==> config.mk <==
export PLATFORM = sky130hd
export DESIGN_NAME = round_robin_pick_with_timed_blocking_flat
export DESIGN_NICKNAME = d
export VERILOG_FILES = /design/src/rrptb_pkg.sv /design/src/rrptb_ifs.sv /design/src/round_robin_pick_with_timed_blocking.sv /design/src/rrptb_cell.sv /design/src/flat_wrapper.sv
export SDC_FILE = /design/constraint.sdc
export NUM_CORES = 1
export LEC_CHECK = 0
export BUFFER_PORTS_ARGS = -buffer_cell sky130_fd_sc_hd__buf_2
export CAP_MARGIN = 15
export CORE_MARGIN = 10
export CORE_UTILIZATION = 41
export CTS_CLUSTER_SIZE = 20
export DETAILED_ROUTE_END_ITERATION = 8
export PLACE_DENSITY = 0.68
export SYNTH_ARGS = -nofsm -noshare
export SYNTH_HDL_FRONTEND = slang
export SYNTH_SLANG_ARGS = --single-unit
export TNS_END_PERCENT = 5
==> constraint.sdc <==
create_clock -name clk -period 4.3 [get_ports clk]
set_input_delay 0.215 -clock clk [delete_from_list [all_inputs] [get_ports clk]]
set_output_delay 0.215 -clock clk [all_outputs]
set_load 0.02 [all_outputs]
==> src/rrptb_pkg.sv <==
// Shared constants, codes and types for the round-robin picker with timed blocking.
package rrptb_pkg;

  localparam int ENTRIES     = 16;
  localparam int TIMER_BITS  = 16;
  localparam int IDX_BITS    = (ENTRIES > 2) ? $clog2(ENTRIES) : 1;
  localparam int CNT_BITS    = $clog2(ENTRIES + 1);
  localparam int MEMBER_BITS = 4;
  localparam int DUR_BITS    = 16;
  localparam int CHOSEN_BITS = 4;
  localparam int ACTIVE_BITS = 5;

  localparam logic [TIMER_BITS-1:0]  TIMER_MAX    = {TIMER_BITS{1'b1}};
  localparam logic [ACTIVE_BITS-1:0] ACTIVE_RESET = ACTIVE_BITS'(16);

  typedef enum logic {
    OP_BLOCK = 1'b0,
    OP_TICK  = 1'b1
  } opcode_t;

  // Search state handed from one cell to the next.
  typedef struct packed {
    logic hi_seen;  // an available member at or after the pointer lies below
    logic lo_seen;  // an available member lies below
  } chain_t;

  // Per-cell pick flags for the two search passes.
  typedef struct packed {
    logic hi;
    logic lo;
  } take_t;

endpackage

==> src/rrptb_ifs.sv <==
// Request and result channel interfaces of the round-robin picker.
interface rrptb_req_if;
  logic                           valid;
  logic                           ready;
  rrptb_pkg::opcode_t             opcode;
  logic [rrptb_pkg::MEMBER_BITS-1:0] member;
  logic [rrptb_pkg::DUR_BITS-1:0]    duration;

  modport source (output valid, opcode, member, duration, input ready);
  modport sink   (input valid, opcode, member, duration, output ready);
endinterface

interface rrptb_res_if;
  logic                              valid;
  logic                              ready;
  logic                              found;
  logic [rrptb_pkg::CHOSEN_BITS-1:0] chosen;

  modport source (output valid, found, chosen, input ready);
  modport sink   (input valid, found, chosen, output ready);
endinterface

==> src/round_robin_pick_with_timed_blocking.sv <==
// Top level: configuration register, pointer, row of member cells and result register.
// A tick request's result is registered in the output register in the cycle after acceptance.
// Throughput: one request per cycle, block or tick, while the result register is empty or
// being taken, set by the combinational ripple through the row of member cells.
// Block requests give no result. Reset is synchronous: all timers clear (everyone
// available), the pointer returns to zero and active_count returns to 16.
module round_robin_pick_with_timed_blocking (
  input  logic                              clk,
  input  logic                              rst,
  input  logic                              cfg_we,
  input  logic [rrptb_pkg::ACTIVE_BITS-1:0] cfg_wdata,
  rrptb_req_if.sink                         item,
  rrptb_res_if.source                       result
);
  import rrptb_pkg::*;

  logic [ACTIVE_BITS-1:0] active_count;
  logic [CNT_BITS-1:0]    eff_count;
  logic [IDX_BITS-1:0]    ptr;
  logic [IDX_BITS-1:0]    ptr_next;
  logic [TIMER_BITS-1:0]  dur_sat;
  logic                   accept;
  logic                   blk_en;
  logic                   tick_en;
  chain_t                 chain [ENTRIES+1];
  take_t                  take  [ENTRIES];
  logic [ENTRIES-1:0]     sel;
  logic                   any_found;
  logic [IDX_BITS-1:0]    pick;
  logic [CNT_BITS:0]      pick_inc;
  logic                   res_valid;
  logic                   res_found;
  logic [CHOSEN_BITS-1:0] res_chosen;

  assign item.ready = !res_valid || result.ready;
  assign accept     = item.valid && item.ready;
  assign blk_en     = accept && (item.opcode == OP_BLOCK);
  assign tick_en    = accept && (item.opcode == OP_TICK);

  assign eff_count = (int'(active_count) > ENTRIES) ? CNT_BITS'(ENTRIES)
                                                     : CNT_BITS'(active_count);

  always_comb begin
    if (TIMER_BITS >= DUR_BITS) begin
      dur_sat = TIMER_BITS'(item.duration);
    end else if (item.duration > DUR_BITS'(TIMER_MAX)) begin
      dur_sat = TIMER_MAX;
    end else begin
      dur_sat = TIMER_BITS'(item.duration);
    end
  end

  assign chain[0] = '0;

  for (genvar i = 0; i < ENTRIES; i++) begin : g_cell
    rrptb_cell u_cell (
      .clk       (clk),
      .rst       (rst),
      .idx       (IDX_BITS'(i)),
      .eff_count (eff_count),
      .ptr       (ptr),
      .blk_en    (blk_en),
      .member    (item.member),
      .dur       (dur_sat),
      .tick_en   (tick_en),
      .chain_in  (chain[i]),
      .chain_out (chain[i+1]),
      .take      (take[i])
    );
    // Prefer the first member at or after the pointer, else wrap to the lowest.
    assign sel[i] = chain[ENTRIES].hi_seen ? take[i].hi : take[i].lo;
  end

  assign any_found = chain[ENTRIES].lo_seen;

  always_comb begin
    pick = '0;
    for (int i = 0; i < ENTRIES; i++) begin
      if (sel[i]) begin
        pick = pick | IDX_BITS'(i);
      end
    end
  end

  assign pick_inc = (CNT_BITS + 1)'(pick) + (CNT_BITS + 1)'(1);

  always_comb begin
    if (!any_found || (pick_inc >= (CNT_BITS + 1)'(eff_count))) begin
      ptr_next = '0;
    end else begin
      ptr_next = IDX_BITS'(pick_inc);
    end
  end

  always_ff @(posedge clk) begin
    if (rst) begin
      active_count <= ACTIVE_RESET;
      ptr          <= '0;
      res_valid    <= 1'b0;
    end else begin
      if (cfg_we) begin
        active_count <= cfg_wdata;
      end
      if (tick_en) begin
        ptr       <= ptr_next;
        res_valid <= 1'b1;
      end else if (result.ready) begin
        res_valid <= 1'b0;
      end
    end
  end

  always_ff @(posedge clk) begin
    if (tick_en) begin
      res_found  <= any_found;
      res_chosen <= any_found ? CHOSEN_BITS'(pick) : '0;
    end
  end

  assign result.valid  = res_valid;
  assign result.found  = res_found;
  assign result.chosen = res_chosen;

  a_tick_gives_result: assert property (@(posedge clk) disable iff (rst)
    tick_en |=> result.valid)
    else $error("tick request did not produce a result");

  a_single_pick: assert property (@(posedge clk) disable iff (rst)
    $onehot0(sel) && (any_found == (sel != '0)))
    else $error("pick select is not one-hot or disagrees with found");

  a_none_resets_ptr: assert property (@(posedge clk) disable iff (rst)
    (tick_en && !any_found) |=> (ptr == '0))
    else $error("pointer not returned to zero after an empty tick");

  a_none_chosen_zero: assert property (@(posedge clk) disable iff (rst)
    (result.valid && !result.found) |-> (result.chosen == '0))
    else $error("chosen not zero when nothing was found");

endmodule

==> src/rrptb_cell.sv <==
// One member cell: its block timer and one stage of the rotating search chain.
module rrptb_cell (
  input  logic                              clk,
  input  logic                              rst,
  input  logic [rrptb_pkg::IDX_BITS-1:0]    idx,
  input  logic [rrptb_pkg::CNT_BITS-1:0]    eff_count,
  input  logic [rrptb_pkg::IDX_BITS-1:0]    ptr,
  input  logic                              blk_en,
  input  logic [rrptb_pkg::MEMBER_BITS-1:0] member,
  input  logic [rrptb_pkg::TIMER_BITS-1:0]  dur,
  input  logic                              tick_en,
  input  rrptb_pkg::chain_t                 chain_in,
  output rrptb_pkg::chain_t                 chain_out,
  output rrptb_pkg::take_t                  take
);
  import rrptb_pkg::*;

  logic [TIMER_BITS-1:0] timer;
  logic [TIMER_BITS-1:0] timer_next;
  logic                  avail;
  logic                  hi_cand;
  logic                  hit;

  assign hit     = blk_en && (int'(member) == int'(idx));
  assign avail   = (timer == '0) && (CNT_BITS'(idx) < eff_count);
  assign hi_cand = avail && (idx >= ptr);

  assign take.hi           = hi_cand && !chain_in.hi_seen;
  assign take.lo           = avail && !chain_in.lo_seen;
  assign chain_out.hi_seen = chain_in.hi_seen || hi_cand;
  assign chain_out.lo_seen = chain_in.lo_seen || avail;

  // A later block only ever extends the release; a tick counts down.
  always_comb begin
    timer_next = timer;
    if (hit && (dur > timer)) begin
      timer_next = dur;
    end else if (tick_en && (timer != '0)) begin
      timer_next = timer - TIMER_BITS'(1);
    end
  end

  always_ff @(posedge clk) begin
    if (rst) begin
      timer <= '0;
    end else begin
      timer <= timer_next;
    end
  end

endmodule

==> src/flat_wrapper.sv <==
// flat-port wrapper written by rule: the top's interface ports become plain ports
module round_robin_pick_with_timed_blocking_flat import rrptb_pkg::*;
  (clk, rst, cfg_we, cfg_wdata, item_valid, item_opcode, item_member, item_duration, item_ready, result_valid, result_found, result_chosen, result_ready);
  rrptb_req_if item_i ();
  rrptb_res_if result_i ();
  input  logic clk;
  input  logic rst;
  input  logic cfg_we;
  input  logic [rrptb_pkg::ACTIVE_BITS-1:0] cfg_wdata;
  input wire logic [$bits(item_i.valid)-1:0] item_valid;
  input wire logic [$bits(item_i.opcode)-1:0] item_opcode;
  input wire logic [$bits(item_i.member)-1:0] item_member;
  input wire logic [$bits(item_i.duration)-1:0] item_duration;
  output wire logic [$bits(item_i.ready)-1:0] item_ready;
  output wire logic [$bits(result_i.valid)-1:0] result_valid;
  output wire logic [$bits(result_i.found)-1:0] result_found;
  output wire logic [$bits(result_i.chosen)-1:0] result_chosen;
  input wire logic [$bits(result_i.ready)-1:0] result_ready;
  assign item_i.valid = item_valid;
  assign item_i.opcode = item_opcode;
  assign item_i.member = item_member;
  assign item_i.duration = item_duration;
  assign item_ready = item_i.ready;
  assign result_valid = result_i.valid;
  assign result_found = result_i.found;
  assign result_chosen = result_i.chosen;
  assign result_i.ready = result_ready;
  round_robin_pick_with_timed_blocking u_core (.clk(clk), .rst(rst), .cfg_we(cfg_we), .cfg_wdata(cfg_wdata), .item(item_i), .result(result_i));
endmodule
==> metrics.txt <==
clock buffer depth=3; first-pass GRT wire length=119900 um; initial antenna violation count=1; layout filler cell count=5255; Worst Setup End Kind=flop; CTS clock-pin slew for the worst setup and hold paths=roughly 0.06 ns; Area contributors post-synth=dfxtp_1 (24%), ha_1 (16%), a21oi_1 (7.9%); Cell variety after synth=92; GRT Resource Usage Total=23.20%; worst reg2reg path depth=23; Final WS setup=-0.1677 ns; routability cong.=0.9477; die width=approximately 250 um; ys flop type=dfxtp_1; Worst Max-Slew Pin Slew=1.073 ns; worst endpoint data arrival time=a little under 5 ns; height of the die=252.4 um; fin area=27020 um^2; Max Cap Viol=0; Synth top area share=24.05%; Critical Path RT=4.70 ns; global route total overflow=0; Final Power=28.52 mW; final setup TNS=-0.3941 ns; largest net degree at the start of global routing=153; drt total wl=between 70000 and 80000 um; Seq/Total Area, Yosys=24.73%; row cnt=85; Placed Instance Area=around 25000 um^2; die area=63690 um^2; DR vias/cell=5.977; #FFs+latches synth=271; share of cells above drive strength 1=16.21%; CTS tree=done; achievable frequency=223.8 MHz; Max Clock Skew=0.01995 ns; failing checks=setup timing; post-DP HPWL=54390 um; final period utilization=103.9%; Worst Hold Class=primary input to flop; pre-CTS WS=-0.2727 ns; Num Clock Sinks=between 200 and 300; FF-to-FF Start=u_core.g_cell[8].u_cell.timer[0]; cell count after placement=just under 4000; Core Area=~54000 um^2; maximum vdd drop=0.7555 mV; pwr dens=1056 nW/um^2; detailed-route via count=23840; Area growth syn-to-layout=22.06%; Starting Density=just over 40%; Async S/R FF share, synth=0%; clk_lat worst skew=between 0.5 and 0.6 ns; vias in the first global route=22070; Hold Path End=u_core.result.valid; net count after synthesis=3267; final net count=3577; post-route ant nets=0; cell count after synthesis=2955; crit-path max FO=5; setup slack, reg-to-reg=-0.17 ns; Final Hold Fails=0; Root Buffer Master=clkbuf_16; Mean Syn Cell Area=7.492 um^2; DRT iter0 DRCs=about 1900; Crit Reg-Reg Endpoint=u_core.ptr[3]; Util after Layout=between 50% and 60%; Ports=38; YS warnings=0; P_leak=10.93 nW; number of synthesized flops with an enable pin=5; Crit Path Category=flop to flop; mapped cell area=22140 um^2; Final min period=~4.5 ns; # DRC=0; unrepaired setup endpoints after global routing=true; Non-Filler Instances=roughly 4000; DR pass1 iterations=5; hold_ws=0.03589 ns; crit start category=flop; slew margin rel.=between 20 and 30%; leading area contributor after synthesis=dfxtp_1; Final Max Slew Viols=0; hold depth=3; htree depth=2; CTS Buf Count=36; I/O Buffers=37; HP Start=result_ready; Final Setup Violations=3; status=finished, violations left; Routed WL per cell=approximately 19 um
==> metal layers <==
| metal | routed length, um | up-vias | GRT usage (%) |
|---|---|---|---|
| met3 | 5463 | 161 | 3.136 |
| li1 | - | 11590 | - |
| met2 | 33980 | 835 | 37.60 |
| met4 | 2380 | 0 | 8.222 |
| met5 | 0 | - | 0 |
| met1 | 34520 | 11250 | 30.97 |
==> report_power, final <==
| group | switching, mW | internal (mW) |
|---|---|---|
| clock | 1.25 | 2.11 |
| combinational | 11.2 | 9.53 |
| sequential | 0.750 | 3.65 |
| total | 13.2 | 15.3 |
==> critical path, stage by stage (launching register included) <==
cell      delay [ns]
dfxtp_1         0.31
inv_1           0.07
ha_1            0.15
or4b_4          0.50
nor4_4          0.24
buf_4           0.17
nand4_1         0.15
o211ai_1        0.25
nor4_4          0.13
and2_4          0.20
a31oi_4         0.16
nor4b_4         0.26
nand2_1         0.15
ha_4            0.24
ha_1            0.27
a21o_1          0.13
a21oi_2         0.06
nor2b_1         0.10
o21ai_1         0.06
nand2_1         0.08
and2b_2         0.23
and2b_2         0.19
o21ai_2         0.12
o41ai_2         0.08
==> worst max path at each step <==
| stage | from | endpoint | cells past startpoint |
|---|---|---|---|
| 3_5_place_dp | u_core.g_cell[7].u_cell.timer[0] | u_core.ptr[3] | 22 |
| 6_report | u_core.g_cell[8].u_cell.timer[0] | u_core.ptr[3] | 23 |
| 3_3_place_gp | u_core.g_cell[7].u_cell.timer[0] | u_core.ptr[3] | 22 |
| 4_1_cts | u_core.g_cell[2].u_cell.timer[9] | u_core.ptr[3] | 21 |
| 5_1_grt | u_core.g_cell[8].u_cell.timer[1] | u_core.ptr[3] | 24 |
| 2_1_floorplan | u_core.g_cell[2].u_cell.timer[9] | u_core.ptr[3] | 21 |
==> kinds of logic after synthesis <==
family	Yosys count	share of synthesized area, %
muxes	15	0.6782
buffers and inverters	406	6.974
AOI/OAI and AO/OA	942	27.17
DFF	271	24.73
and+or+nand+nor	1010	23.38
xor gates and xnor gates	30	1.187
adders and majority gates	281	15.88
==> cell usage after synthesis (29+ instances only) <==
library cell	number
a21oi_1	350
ha_1	281
a32oi_1	38
clkbuf_1	120
or3_1	37
nor4_1	54
o211ai_1	29
nor2_1	262
nor3_1	105
nand3_1	103
inv_1	271
xnor2_1	30
nand4_1	80
a21o_1	97
a31oi_1	62
nand2_1	177
a221oi_1	35
o21ai_0	141
dfxtp_1	266
==> flip-flops by register name, summed over array words and instances (netlist names) <==
signal,count
u_core.result.valid,1
u_core.result.found,1
u_core.g_cell.u_cell.timer,256
u_core.active_count,5
u_core.ptr,4
u_core.result.chosen,4
==> repair_timing <==
action	4_1_cts	5_1_grt
gates resized for setup	18	11
setup buffers	3	4
pin swaps	7	7
endpoints found under the setup margin	4	4
hold endpoints to repair	5	0
hold buffers	5	0
==> cell type report <==
type,instances,area (um^2),area share (%)
sequential,271,5477,20.27
multi-input combinational,2278,15280,56.56
antenna,3,7.507,0.02778
clock buffer,44,992.2,3.672
inverter,272,1021,3.778
timing repair buffer,406,3074,11.38
tap,696,870.8,3.223
clock inverter,18,295.3,1.093
==> cell usage in the layout, fill, tap and decap left out, types with 9 or more instances in the layout <==
master / Yosys / layout
mux2i_1: 15 / 15
o21a_1: 22 / 22
and2_1: 28 / 28
nand3_1: 103 / 101
a211oi_1: 28 / 27
nand2b_1: 19 / 19
o311ai_0: 19 / 19
and3_1: 26 / 25
o22ai_1: 9 / 9
o21ai_0: 141 / 137
inv_1: 271 / 269
nand2_1: 177 / 177
buf_2: 2 / 37
xnor2_1: 30 / 30
nor2_1: 262 / 262
o31ai_1: 9 / 9
ha_1: 281 / 278
a21o_1: 97 / 97
a211o_1: 11 / 11
nor3_1: 105 / 102
a21oi_1: 350 / 348
a221oi_1: 35 / 35
or3_1: 37 / 37
nand4_1: 80 / 80
o211ai_1: 29 / 29
nor4_1: 54 / 51
dfxtp_1: 266 / 265
a32oi_1: 38 / 38
a31oi_1: 62 / 61
buf_4: 0 / 355
or4_1: 22 / 21
or2_2: 12 / 12
nor2b_1: 25 / 25
clkbuf_16: 0 / 37
a22oi_1: 24 / 24
No activity file was read; power rests on OpenSTA's default activity.
